## config.mk

```make
export PLATFORM = sky130hd
export DESIGN_NAME = bmf_fifo
export DESIGN_NICKNAME = d
export VERILOG_FILES = /design/src/hdl/bmf_pkg.sv /design/src/hdl/bmf_fifo.sv
export SDC_FILE = /design/constraint.sdc
export NUM_CORES = 1
export LEC_CHECK = 0
export BUFFER_PORTS_ARGS = -buffer_cell sky130_fd_sc_hd__buf_2
export CAP_MARGIN = 25
export CORE_UTILIZATION = 53
export DETAILED_ROUTE_END_ITERATION = 8
export PLACE_DENSITY_LB_ADDON = 0.08
export SYNTH_ARGS = -nofsm -noshare
export SYNTH_HDL_FRONTEND = slang
export SYNTH_SLANG_ARGS = --single-unit
```

## constraint.sdc

```tcl
create_clock -name clk -period 1.8 [get_ports clk]
set_input_delay 0.36 -clock clk [delete_from_list [all_inputs] [get_ports clk]]
set_output_delay 0.36 -clock clk [all_outputs]
set_load 0.01 [all_outputs]
```

## src/hdl/bmf_pkg.sv

```systemverilog
// ----------------------------------------------------------------------------
// bmf_pkg
// Shared types and constants of the zero-padded box mean filter.
// ----------------------------------------------------------------------------
`default_nettype none

package bmf_pkg;

    localparam int CFG_IDX_W  = 2;
    localparam int CFG_DATA_W = 13;
    localparam int IMG_W_W    = 11;
    localparam int IMG_H_W    = 13;
    localparam int RAD_W      = 3;
    localparam int PIX_W      = 8;
    localparam int SUM_W      = 16;
    localparam int RECIP_W    = 29;
    localparam int RECIP_SH   = 28;

    localparam logic [CFG_IDX_W-1:0] CFG_WIDTH  = 2'd0;
    localparam logic [CFG_IDX_W-1:0] CFG_HEIGHT = 2'd1;
    localparam logic [CFG_IDX_W-1:0] CFG_RADIUS = 2'd2;

    typedef struct packed {
        logic wr_en;
        logic emit;
        logic last;
    } bmf_ctl_t;

    typedef enum logic [2:0] {
        ST_IDLE,
        ST_SCAN,
        ST_DRAIN,
        ST_MUL,
        ST_OUT
    } bmf_state_t;

    // ceil(2^28 / (2r+1)^2): exact truncated quotient for any window sum
    function automatic logic [RECIP_W-1:0] bmf_recip(input logic [RAD_W-1:0] r);
        logic [RECIP_W-1:0] m;
        unique case (r)
            3'd0:    m = 29'd268435456;
            3'd1:    m = 29'd29826162;
            3'd2:    m = 29'd10737419;
            3'd3:    m = 29'd5478275;
            3'd4:    m = 29'd3314018;
            3'd5:    m = 29'd2218475;
            3'd6:    m = 29'd1588376;
            3'd7:    m = 29'd1193047;
            default: m = 29'd268435456;
        endcase
        return m;
    endfunction

endpackage

`default_nettype wire

```

## src/hdl/bmf_fifo.sv

```systemverilog
// ----------------------------------------------------------------------------
// bmf_fifo
// Two-entry queue between the classifying front and the window engine.
// ----------------------------------------------------------------------------
`default_nettype none

module bmf_fifo import bmf_pkg::*; #(
    parameter int DW = 8
) (
    input  wire logic          clk,
    input  wire logic          rst_n,
    input  wire logic          push,
    input  wire logic [DW-1:0] push_data,
    input  wire logic          pop,
    output logic [DW-1:0]      pop_data,
    output logic               full,
    output logic               empty
);

    logic [DW-1:0] slot_reg [2];
    logic          wptr_reg;
    logic          wptr_next;
    logic          rptr_reg;
    logic          rptr_next;
    logic [1:0]    count_reg;
    logic [1:0]    count_next;

    assign full     = (count_reg == 2'd2);
    assign empty    = (count_reg == 2'd0);
    assign pop_data = slot_reg[rptr_reg];

    always_comb
    begin
        wptr_next  = push ? ~wptr_reg : wptr_reg;
        rptr_next  = pop ? ~rptr_reg : rptr_reg;
        count_next = count_reg + {1'b0, push} - {1'b0, pop};
    end

    always_ff @(posedge clk or negedge rst_n)
    begin
        if (!rst_n)
        begin
            wptr_reg  <= 1'b0;
            rptr_reg  <= 1'b0;
            count_reg <= 2'd0;
        end
        else
        begin
            wptr_reg  <= wptr_next;
            rptr_reg  <= rptr_next;
            count_reg <= count_next;
        end
    end

    always_ff @(posedge clk)
    begin
        if (push)
        begin
            slot_reg[wptr_reg] <= push_data;
        end
    end

endmodule

`default_nettype wire

```

; After elaboration in Yosys (flattened, before gate mapping)
; Memory sizes are Yosys's and may differ from the RTL's.
; Cells that the tools add are included.
[word_totals]
regBits = 4
mem_bits_rw = 16
in_bits = 12
output_inout_bits = 10
word_cells = 12
mem_count = 1
[mem_list]
columns = name, words, word_bits, read_ports, rd_clocked_by_memory_dff, write_ports, line
row1 = slot_reg, 2, 8, 1, 0, 1, bmf_fifo.sv:20  ; logic [DW-1:0] slot_reg [2];
[op_classes]
addsub = 2
eq_ne = 1
mux = 2
bitwise = 2
reduce_logical = 1
[op_table]
columns = cell, n
row1 = $add A2 B1 Y2, 1
row2 = $eq A2 B2 Y1 const B, 1
row3 = $logic_not A2 Y1, 1
row4 = $mux W1, 2
row5 = $not A1 Y1, 2
row6 = $sub A2 B1 Y2, 1

; Logic depth before layout (Yosys ltp)
[logic_depth]
word_depth = 2
depth_mapped = 5

; Worst setup path before layout
; No wires, ideal clock.
[synth_timing]
path_kind = flip-flop to output port
startpoint = reg rptr_reg
endpoint = out pop_data[0]
t_arrival_ns = 0.804
t_required_ns = 1.440
path_slack_ns = 0.636
path_stages_with_launch = 3
path_buffers = 1
path_cell_list = dfrtp_1 buf_6 mux2_4
[synth_via]
elab_chain_cells = 1
[synth_lines]
columns = item, line
row1 = from (decl), bmf_fifo.sv:23  ; logic rptr_reg;
row2 = from (signal assigned), bmf_fifo.sv:50  ; rptr_reg <= rptr_next;
row3 = $mem_v2 Z2 W8, n/a
row4 = to (decl), bmf_fifo.sv:15  ; output logic [DW-1:0] pop_data,
; No other way between the ends.

; Final worst setup path
[layout_timing]
startpoint = reg rptr_reg
endpoint = out pop_data[1]
; The elaborated chain is that of the path after synthesis.

==> qor.csv <==
metric,value,unit
end_kind,output port,
p_leak,0.429,nW
grt_usage,0.139,
areaGrowthSynthToFinish,19.5,%
finalMaxSlewViolations,0,
grt_pass1_vias,342,
final_cells,81,
dieArea,1690,sq um
worstSetupPathType,flop to output port,
fin_ws,0.148,ns
final_area,966,sq um
power,1.39,mW
hold_path_class,input port to flop,
insertedDiodeCount,0,
cts_sinks,20,
dp_cells,76,
pre_cts_ws,0.311,ns
outcome,"finished, final reports clean",
max_stage_delay,0.54,ns
coreArea,1370,sq um
avgSynthCellArea,20.2,sq um
critPathRequiredTime,1.44,ns
overflow,0,
met1_length,424,um
wl_met3,34,um
min_period,1.65,ns
drt-wirelength-per-cell,12.7,um
final_hold_viol_count,0,
nFillCells,99,
power.density,1440,nW/um^2
yosysSeqAreaShare,0.718,
final_cell_mix,"buf_2, edfxtp_1, mux2_4",
worst_pin_slew,0.359,ns
clk_path_buf_depth,2,
first_pass_iters,2,
drc_errors,0,
ys_types,11,
synth_area,808,sq um
relSlewSlack,0.761,
whs,0.259,ns
ios,22,
fin_nets,81,
dr_wl_met2,568,um
numCtsBuffers,3,
routed_wl,1030,um
rsz0062_at_grt,no,
fin_crit_sh,0.918,
antenna_found_initial,0,
cp_max_fo,9,
cts_root_buffer,clkbuf_4,
crit_chain,"mux2_4, buf_2",
start_kind,flop,
fin_util,0.707,
post-cts-setup-buffer-count,0,
grt_pass1_wl,1460,um
drt_iter0_drc,1,
io_buffers,21,
fmax,0.605,GHz
htree_levels,1,
topRoutingLayerUsed,met3,
drive_gt1_frac,0.515,
largest_reg_flops,16,
place_area,928,sq um
cts_tree,yes,
fin_skew,0.00326,ns
drv_cap,0,
fin_setup_tns,0,ns
crit_path_top_delay_cell,dfrtp_2,
num_vias,392,
ir_drop,807,uV
fp-row-count,13,
synthCells,40,
ys_ff_latch,20,
gp_congestion,0.644,
cts.clk_slew.worst_paths,0.10,ns
synth.net_count,54,
grt_max_degree,12,
cp.arrival,1.29,ns
final_common_cell,buf_2,
vias_per_cell,4.84,
fp.dieH,41.1,um
setup_viol,0,
ys.warnings.count,0,
dieWidth,41.1,um
ant_nets,0,
start_util,0.592,
clkLatencyLatePin,0.28,ns
[timing repair]
| item | in CTS | in global routing |
|---|---|---|
| hold buffers | 1 | 0 |
| setup endpoints to repair | 1 | 0 |
| hold endpoints to repair | 4 | 0 |
| gates resized for setup | 1 | 0 |
[synth_stat cells]
library cell	instances	share of area
edfxtp_1	16	0.59
mux2_4	8	0.15
dfrtp_1	4	0.12
ha_1	2	0.031
inv_1	2	0.0093
nor2b_1	2	0.015
xor2_1	2	0.022
and2_1	1	0.0077
buf_6	1	0.014
nor2_1	1	0.0046
xor3_1	1	0.029
[final cells by class]
cell class	instances	area [sq um]	share of cell area
repair buffers	23	123	0.127
multi-input cells	17	209	0.216
clock buffers	4	26.3	0.0272
well taps	15	18.8	0.0194
flip-flops and latches	20	582	0.602
inverters	2	7.51	0.00777
[report_power, final]
part / internal (mW) / switching [mW] / leakage [nW]
Clock: 0.0858 / 0.117 / 0.0150
Sequential: 0.632 / 0.0965 / 0.196
Combinational: 0.283 / 0.175 / 0.218
Total: 1.00 / 0.388 / 0.429
[critical path, delay by kind of cell, from the launching register on]
kind | cells | cell delay, ns
flops | 1 | 0.54
mux | 1 | 0.33
buf+inv | 1 | 0.14
[cells by family (layout without fill, tap and decap cells)]
logic type                 count (synthesis)  count (layout)  synth area share
buffers and inverters                      3              29            0.0232
xor gates and xnor gates                   3               3            0.0511
and+or+nand+nor                            4               4            0.0279
DFF                                       20              20             0.718
muxes                                      8               8             0.149
adders and majority gates                  2               2            0.0310
[path summary, 6_finish.rpt]
kind | from | endpoint | slack [ns] | cells after the start
max | rptr_reg | pop_data[1] | 0.15 | 2
min reg2reg | wptr_reg | wptr_reg | 0.49 | 1
max in group asynchronous | rst_n | rptr_reg | 1.24 | 2
min in group asynchronous | rst_n | count_reg[1] | 0.43 | 2
min | push_data[1] | slot_reg[1][1] | 0.26 | 1
max reg2reg | wptr_reg | slot_reg[0][4] | 0.59 | 2
[metal layers]
metal	up-vias	GRT usage
met5	-	0
met2	11	0.230
met3	0	0.0489
met1	185	0.185
li1	196	-
met4	0	0
Note: power is estimated with default switching activity, not from simulation.
