--- config.mk ---
export PLATFORM = sky130hd
export DESIGN_NAME = bmf_front
export DESIGN_NICKNAME = d
export VERILOG_FILES = /design/src/hdl/bmf_pkg.sv /design/src/hdl/bmf_front.sv
export SDC_FILE = /design/constraint.sdc
export NUM_CORES = 1
export LEC_CHECK = 0
export BUFFER_PORTS_ARGS = -buffer_cell sky130_fd_sc_hd__buf_2
export CAP_MARGIN = 20
export CORE_MARGIN = 4
export CORE_UTILIZATION = 27
export CTS_BUF_LIST = sky130_fd_sc_hd__clkbuf_16
export CTS_CLUSTER_DIAMETER = 40
export DETAILED_ROUTE_END_ITERATION = 7
export PLACE_DENSITY = 0.54
export RECOVER_POWER = 50
export REMOVE_ABC_BUFFERS = 1
export SYNTH_ARGS = -nofsm -noshare
export SYNTH_HDL_FRONTEND = slang
export SYNTH_SLANG_ARGS = --single-unit
--- constraint.sdc ---
create_clock -name clk -period 10.4 [get_ports clk]
set_input_delay 1.04 -clock clk [delete_from_list [all_inputs] [get_ports clk]]
set_output_delay 1.04 -clock clk [all_outputs]
set_load 0.01 [all_outputs]
--- src/hdl/bmf_pkg.sv ---
// ----------------------------------------------------------------------------
// bmf_pkg
// Shared types and constants of the zero-padded box mean filter.
// ----------------------------------------------------------------------------
`default_nettype none

package bmf_pkg;

    localparam int CFG_IDX_W  = 2;
    localparam int CFG_DATA_W = 13;
    localparam int IMG_W_W    = 11;
    localparam int IMG_H_W    = 13;
    localparam int RAD_W      = 3;
    localparam int PIX_W      = 8;
    localparam int SUM_W      = 16;
    localparam int RECIP_W    = 29;
    localparam int RECIP_SH   = 28;

    localparam logic [CFG_IDX_W-1:0] CFG_WIDTH  = 2'd0;
    localparam logic [CFG_IDX_W-1:0] CFG_HEIGHT = 2'd1;
    localparam logic [CFG_IDX_W-1:0] CFG_RADIUS = 2'd2;

    typedef struct packed {
        logic wr_en;
        logic emit;
        logic last;
    } bmf_ctl_t;

    typedef enum logic [2:0] {
        ST_IDLE,
        ST_SCAN,
        ST_DRAIN,
        ST_MUL,
        ST_OUT
    } bmf_state_t;

    // ceil(2^28 / (2r+1)^2): exact truncated quotient for any window sum
    function automatic logic [RECIP_W-1:0] bmf_recip(input logic [RAD_W-1:0] r);
        logic [RECIP_W-1:0] m;
        unique case (r)
            3'd0:    m = 29'd268435456;
            3'd1:    m = 29'd29826162;
            3'd2:    m = 29'd10737419;
            3'd3:    m = 29'd5478275;
            3'd4:    m = 29'd3314018;
            3'd5:    m = 29'd2218475;
            3'd6:    m = 29'd1588376;
            3'd7:    m = 29'd1193047;
            default: m = 29'd268435456;
        endcase
        return m;
    endfunction

endpackage

`default_nettype wire

--- src/hdl/bmf_front.sv ---
// ----------------------------------------------------------------------------
// bmf_front
// Configuration registers, frame position tracking and item classification.
// ----------------------------------------------------------------------------
`default_nettype none

module bmf_front import bmf_pkg::*; #(
    parameter int MAX_WIDTH  = 1024,
    parameter int MAX_HEIGHT = 4096,
    parameter int MAX_RADIUS = 7,
    parameter int WW = 11,
    parameter int HW = 13,
    parameter int PW = 23,
    parameter int AW = 14,
    parameter int LINE_DEPTH = 14351
) (
    input  wire logic                  clk,
    input  wire logic                  rst_n,
    input  wire logic                  cfg_wr,
    input  wire logic [CFG_IDX_W-1:0]  cfg_index,
    input  wire logic [CFG_DATA_W-1:0] cfg_data,
    input  wire logic                  in_valid,
    input  wire logic                  kind,
    input  wire logic [PIX_W-1:0]      pixel,
    output logic                       in_stall,
    input  wire logic                  q_full,
    output logic                       push,
    output logic [AW-1:0]              push_addr,
    output logic [PIX_W-1:0]           push_pixel,
    output bmf_ctl_t                   push_ctl,
    output logic [WW-1:0]              push_col,
    output logic [HW-1:0]              push_row,
    output logic [WW-1:0]              eff_w,
    output logic [HW-1:0]              eff_h,
    output logic [RAD_W-1:0]           eff_r
);

    logic [WW-1:0]    w_reg, w_next;
    logic [HW-1:0]    h_reg, h_next;
    logic [RAD_W-1:0] r_reg, r_next;
    logic [PW-1:0]    pos_reg, pos_next;
    logic [AW-1:0]    ptr_reg, ptr_next;
    logic [WW-1:0]    ocol_reg, ocol_next;
    logic [HW-1:0]    orow_reg, orow_next;
    logic [PW-1:0]    frame;
    logic [PW-1:0]    lag;
    logic [PW-1:0]    qpos;
    logic             accept;
    logic             ignore;
    logic             in_zone;
    logic             over;
    logic             emit;
    logic             last;
    logic             restart;
    logic             cfg_hit;

    assign frame    = PW'(w_reg) * PW'(h_reg);
    assign lag      = PW'(r_reg) * PW'(w_reg) + PW'(r_reg);
    assign qpos     = pos_reg - lag;
    assign in_stall = q_full;
    assign accept   = in_valid && !in_stall;
    assign ignore   = kind && (pos_reg == '0);
    assign in_zone  = (pos_reg >= lag);
    assign over     = in_zone && (qpos >= frame);
    assign emit     = in_zone && !over;
    assign last     = emit && (qpos == frame - PW'(1));
    assign restart  = over || last;
    assign cfg_hit  = cfg_wr && (cfg_index == CFG_WIDTH || cfg_index == CFG_HEIGHT
                                 || cfg_index == CFG_RADIUS);

    assign push           = accept && !ignore;
    assign push_addr      = ptr_reg;
    assign push_pixel     = kind ? '0 : pixel;
    assign push_ctl.wr_en = (pos_reg < frame);
    assign push_ctl.emit  = emit;
    assign push_ctl.last  = last;
    assign push_col       = ocol_reg;
    assign push_row       = orow_reg;
    assign eff_w          = w_reg;
    assign eff_h          = h_reg;
    assign eff_r          = r_reg;

    // clamp on write
    always_comb
    begin
        w_next = w_reg;
        h_next = h_reg;
        r_next = r_reg;
        if (cfg_wr)
        begin
            unique case (cfg_index)
                CFG_WIDTH:
                begin
                    if (cfg_data[IMG_W_W-1:0] == '0)
                        w_next = WW'(1);
                    else if (32'(cfg_data[IMG_W_W-1:0]) > MAX_WIDTH)
                        w_next = WW'(MAX_WIDTH);
                    else
                        w_next = WW'(cfg_data[IMG_W_W-1:0]);
                end
                CFG_HEIGHT:
                begin
                    if (cfg_data[IMG_H_W-1:0] == '0)
                        h_next = HW'(1);
                    else if (32'(cfg_data[IMG_H_W-1:0]) > MAX_HEIGHT)
                        h_next = HW'(MAX_HEIGHT);
                    else
                        h_next = HW'(cfg_data[IMG_H_W-1:0]);
                end
                CFG_RADIUS:
                begin
                    if (32'(cfg_data[RAD_W-1:0]) > MAX_RADIUS)
                        r_next = RAD_W'(MAX_RADIUS);
                    else
                        r_next = cfg_data[RAD_W-1:0];
                end
                default:
                begin
                    w_next = w_reg;
                end
            endcase
        end
    end

    always_comb
    begin
        pos_next  = pos_reg;
        ptr_next  = ptr_reg;
        ocol_next = ocol_reg;
        orow_next = orow_reg;
        if (cfg_hit)
        begin
            pos_next  = '0;
            ptr_next  = '0;
            ocol_next = '0;
            orow_next = '0;
        end
        else if (push)
        begin
            if (restart)
            begin
                pos_next  = '0;
                ptr_next  = '0;
                ocol_next = '0;
                orow_next = '0;
            end
            else
            begin
                pos_next = pos_reg + PW'(1);
                ptr_next = (32'(ptr_reg) == LINE_DEPTH - 1) ? '0 : ptr_reg + AW'(1);
                if (emit)
                begin
                    if (ocol_reg == w_reg - WW'(1))
                    begin
                        ocol_next = '0;
                        orow_next = orow_reg + HW'(1);
                    end
                    else
                    begin
                        ocol_next = ocol_reg + WW'(1);
                    end
                end
            end
        end
    end

    always_ff @(posedge clk or negedge rst_n)
    begin
        if (!rst_n)
        begin
            w_reg    <= WW'((MAX_WIDTH < 1024) ? MAX_WIDTH : 1024);
            h_reg    <= HW'((MAX_HEIGHT < 1024) ? MAX_HEIGHT : 1024);
            r_reg    <= RAD_W'((MAX_RADIUS < 1) ? MAX_RADIUS : 1);
            pos_reg  <= '0;
            ptr_reg  <= '0;
            ocol_reg <= '0;
            orow_reg <= '0;
        end
        else
        begin
            w_reg    <= w_next;
            h_reg    <= h_next;
            r_reg    <= r_next;
            pos_reg  <= pos_next;
            ptr_reg  <= ptr_next;
            ocol_reg <= ocol_next;
            orow_reg <= orow_next;
        end
    end

endmodule

`default_nettype wire

* After elaboration in Yosys (flattened, before gate mapping)
Index checks and enable logic that the tools add are counted.
** Operators by class
- Bitwise gates (word level) :: 0
- Multipliers :: 2
- $add $sub $neg :: 8
- Order comparisons :: 5
- Equality and inequality tests :: 5
- Reduce and logical (&&, ||, !) cells :: 25
- Multiplexer cells :: 22
- Divide/modulo/power cells :: 0
- Shift operators :: 0
** Operators with widths (count)
- $mux 13 :: 7
- $mux 11 :: 7
- $mux 23 :: 3
- $mux 14 :: 4
- $add 23x1->23 const B :: 1
- $eq 23x23->1 :: 1
- $ge 23x15->1 :: 1
- $ge 23x23->1 :: 1
- $logic_not 23->1 :: 1
- $lt 23x23->1 :: 1
- $mul 11x13->23 :: 1
- $sub 23x1->23 const B :: 1
- $sub 23x15->23 :: 1
- $add 14x3->15 :: 1
- $add 14x1->14 const B :: 1
- $eq 14x14->1 const B :: 1
- $mul 3x11->14 :: 1
- $add 13x1->13 const B :: 1
- $gt 13x13->1 const B :: 1
- $logic_not 13->1 :: 1
- $add 11x1->11 const B :: 1
- $eq 11x11->1 :: 1
- $gt 11x11->1 const B :: 1
- $logic_not 11->1 :: 1
- other kinds (12) :: 26
** Storage, ports and cells
- Flip-flop bits (word level) :: 88
- ROM bits :: 0
- Bits in latches :: 0
- Bits of input ports :: 29
- Memory bits (writable) :: 0
- Output and inout bits :: 78
- Memories kept :: 0

* Logic depth before layout (Yosys ltp)
- Depth after elaboration :: 12
- Gate-level depth with buffers :: 41

* Worst setup path before layout
Ideal clock, no wire load.
- Kind :: reg-to-output
- Start point :: register w_reg[10], in the netlist eff_w[10]
- End point :: output push_ctl[0] in the netlist's numbering
- Path buffers :: 4
- Data arrival time :: 7751 ps
- Cell stages (with the launch flop) :: 32
- Slack :: 1609 ps
- Data required time :: 9360 ps
- Cell sequence :: dfstp_2 -> clkbuf_1 -> clkbuf_1 -> nand2_1 -> fa_1 -> fa_1 -> inv_1 -> fa_1 -> fa_1 -> inv_1 -> fa_1 -> inv_1 -> ha_1 -> buf_6 -> a21o_1 -> a21o_1 -> a311o_1 -> o2111a_1 -> a311oi_4 -> ha_1 -> a21o_1 -> a21oi_1 -> o21ai_0 -> a21o_1 -> a221oi_1 -> o21ai_0 -> nor2b_1 -> nand4_1 -> nor3_1 -> nand4_1 -> nor4b_1 -> buf_4
** Between the ends
- Cells in the longest elaborated chain, start to end :: 8
** Ends and longest elaborated chain
- from (decl) :: line bmf_front.sv:38 : logic [WW-1:0] w_reg, w_next;
- from (signal assigned) :: line bmf_front.sv:171 : w_reg <= WW'((MAX_WIDTH < 1024) ? MAX_WIDTH : 1024);
- from (signal assigned) :: line bmf_front.sv:181 : w_reg <= w_next;
- $mul 3x11->14 :: line bmf_front.sv:58 : assign lag = PW'(r_reg) * PW'(w_reg) + PW'(r_reg);
- $add 14x3->15 :: line bmf_front.sv:58
- $sub 23x15->23 :: line bmf_front.sv:59 : assign qpos = pos_reg - lag;
- $ge 23x23->1 :: line bmf_front.sv:64 : assign over = in_zone && (qpos >= frame);
- $logic_and 1x1->1 :: line bmf_front.sv:64
- $logic_not 1->1 :: line bmf_front.sv:65 : assign emit = in_zone && !over;
- $logic_and 1x1->1 * :: line bmf_front.sv:65
- named net emit :: line bmf_front.sv:52 : logic emit;
- $logic_and 1x1->1 * :: line bmf_front.sv:66 : assign last = emit && (qpos == frame - PW'(1));
- to (decl) :: line bmf_front.sv:30 : output bmf_ctl_t push_ctl,
Mark *: on every way through the listed nets, which the timed path passes. The rest lies on a longest branch.

==> impl_metrics.csv <==
group,metric,value,unit
grt,met1_usage,0.1893,
grt,grtUsageMet3,0.01595,
sta,skew,0.01211,ns
worst_setup_path,crit_end,"push_ctl[0]",
route,vias_per_cell,4.889,
job,cap_violations,2,
status,violations,"capacitance limit, slew limit",
worst_setup_path,cp-end-kind,"output port",
place,port_buffers,106,
grt,grtUsageMet2,0.2337,
final_layout,final_nets,1987,
sta,tightest_slew,2.859,ns
worst_setup_path,slowest_stage,"dfstp_2",
synth,synth_flop_cell,"dfrtp_1",
final_layout,n_fill_cell,5311,
sta,hold_viol,0,
final_layout,drive_gt1_frac,0.08226,
place,gp_congestion,0.8457,
synth,yosysWarnings,0,
synth,synth_edf_count,0,
worst_setup_path,reg2reg_from,"eff_r[0]",
synth,synth-seq-cells,88,
place,post-place-ws,0.7896,ns
worst_setup_path,arrival,8.78,ns
sta,tns,0,ns
sta,fin_ws,0.5808,ns
synth,async_flop_share,1.000,
final_layout,final_util,0.3058,
worst_setup_path,critPathLaunchType,"flip-flop",
die,die_y,232.1,um
grt,overflow,0,
clocking,cts_tree,"built",
synth,synth.yosys.seq_area_share,0.1627,
worst_setup_path,ff2ff_setup_slack,1.07,ns
grt,grt.total_usage,0.1378,
clocking,insertion_delay,0.37,ns
worst_setup_path,reg2reg_to,"push_addr[9]",
clocking,cts_resized,0,
power,p_leak,7.247,nW
worst_hold_path,holdCritPathClass,"reg2reg",
final_layout,layout-area-overhead-vs-synth,11.14,%
die,core_area,0.04925,mm^2
die,start_util,0.2752,
worst_setup_path,required,9.36,ns
clocking,clk_pin_slew,0.07,ns
sta,setup_viol,0,
grt,antenna_found_initial,0,
power,p_total,2.793,mW
sta,slew_violations,91,
worst_setup_path,critPathKind,"reg2out",
synth,synth_cells,1632,
clocking,cts.htree.levels,3,
sta,fin_crit,9.819,ns
die,dieArea,0.05385,mm^2
final_layout,seq_area,0.002208,mm^2
worst_setup_path,crit_path_start,"eff_r[0]",
clocking,ctsHoldBuffers,0,
final_layout,largest_reg_flops,23,
clocking,cts_buffers,9,
final_layout,multi_input_comb_area,0.01039,mm^2
sta,rsz0062_at_grt,"no",
clocking,clock_path_buffers,2,
clocking,cts_sinks,88,
route,wl_per_cell,15.73,um
place,dpl.cell_count,2349,
route,num_vias,11570,
route,drc_errors,0,
sta,slew_headroom,-0.9060,
power,ir_worst_vdd,0.1047,mV
die,io_pins,107,
place,post-dp-hpwl,30090,um
grt,grt_max_degree,54,
grt,grt_pass1_wl,60650,um
synth,syn_avg_cell_area,8.305,um^2
grt,top_usage_layer,"met2",
die,die_w,232.1,um
die,rows,81,
synth,synth.distinct_cells,82,
worst_setup_path,max_stage_delay,0.66,ns
route,drt_iter0_markers,618,
final_layout,antenna_cells,0,
synth,synth_area,0.01355,mm^2
clocking,post_cts_buffers,0,
final_layout,finalNonFillerCells,2366,
route,drt_wl_total,37220,um
sta,period_share,0.9442,
route,dr.pass1.iters,5,
grt,grt_pass1_vias,11400,
sta,fmax,101.8,MHz
worst_setup_path,worst-path-max-fanout,14,
status,status,"finished, violations left",
power,p_per_area,185.4,mW/mm^2
clocking,root_buffer,"clkbuf_16",
route,drtAntennaViolNets,0,
worst_setup_path,rr_worst_depth,36,
[critical path, delay by kind of cell, from the launching register on]
family | cells | cell delay, ns
fa+ha+maj | 5 | 2.08
buf+inv | 3 | 0.38
compound gates | 14 | 3.18
simple gates | 13 | 2.08
flops | 1 | 0.66
[kinds of logic after synthesis]
group,after synthesis,synth area share
mux,10,0.007754
fa+ha+maj,262,0.3020
buf+inv,249,0.07154
compound gates,274,0.1386
xor+xnor,118,0.08151
simple gates,631,0.2359
flops,88,0.1627
[routing by layer]
metal  wire length (um)  share of wire
met5                  0              0
met1              17550           0.47
met3               1152          0.031
met2              18060           0.49
met4                465          0.012
[metrics by stage]
step	hold slack (ns)	area (um^2)
floorplan	0.5400	13250
global placement	0.5398	14750
detailed placement	0.5511	14750
CTS	0.5697	15070
global route	0.5935	15060
finish	0.5686	15060
[final cells by class]
type,count,share of cell area
clock inverter,7,0.006312
tap,664,0.05515
sequential,88,0.1466
multi-input combinational,1295,0.6899
timing repair buffer,125,0.04277
clock buffer,9,0.01495
inverter,178,0.04435
[worst min path at each step]
stage	slack, ns	cells after the start	from	to
final	0.57	2	push_row[10]	push_row[10]
after global placement	0.54	2	push_row[10]	push_row[10]
after CTS	0.57	2	push_row[10]	push_row[10]
after global routing	0.59	2	push_row[1]	push_row[1]
after floorplan	0.54	1	pos_reg[3]	pos_reg[3]
after detailed placement	0.55	2	push_row[10]	push_row[10]
[Yosys cell counts (all sizes together) (5+ instances only)]
library cell,number,area [um^2]
ha,152,1902
a211o,8,70.07
nand4,25,162.6
o311ai,5,43.80
or4,5,37.54
a2111oi,6,71.32
a21oi,66,345.3
and3,18,112.6
mux2i,6,60.06
nor4b,7,61.31
fa,109,2182
nor2b,21,131.4
nand2b,23,143.9
a22o,11,96.34
o31ai,7,57.55
inv,178,668.1
dfrtp,85,2127
a31oi,7,43.79
and4,6,52.55
buf,17,98.84
nand3b,8,60.06
xor2,52,455.4
xnor2,61,534.3
or3,18,112.6
o21a,10,75.07
nand3,50,250.2
o211ai,6,45.04
nand2,191,716.9
a21o,28,210.2
and2,101,631.9
a21boi,5,37.54
a211oi,15,117.6
nor3,29,145.1
clkbuf,54,202.7
o21ai,67,335.3
nor2,101,386.6
or2,5,31.28
nor4,15,93.84
[where the power goes]
part | internal [mW] | switching (mW) | total [mW]
registers | 0.380 | 0.105 | 0.485
clock network | 0.211 | 0.146 | 0.357
logic | 0.804 | 1.15 | 1.95
[cells in the final DEF (no fill, tap or decap), types with 11 or more instances in the layout]
cell type	Yosys	layout
or3_1	18	18
a21oi_1	64	64
o21ai_1	12	13
xnor2_1	61	61
nor2b_1	21	21
a211oi_1	14	14
nand2_1	191	191
nand4_1	24	24
and2_1	100	100
nand3_1	50	50
a22o_1	11	11
inv_1	176	176
nor3_1	29	29
dfrtp_1	85	83
and3_1	18	18
a21o_1	28	28
buf_4	3	17
ha_1	152	151
fa_1	109	109
nor4_1	15	15
o21ai_0	55	54
nor2_1	100	100
xor2_1	52	52
nand2b_1	23	23
clkbuf_1	54	27
buf_2	7	80
(Power assumes the default switching activity.)
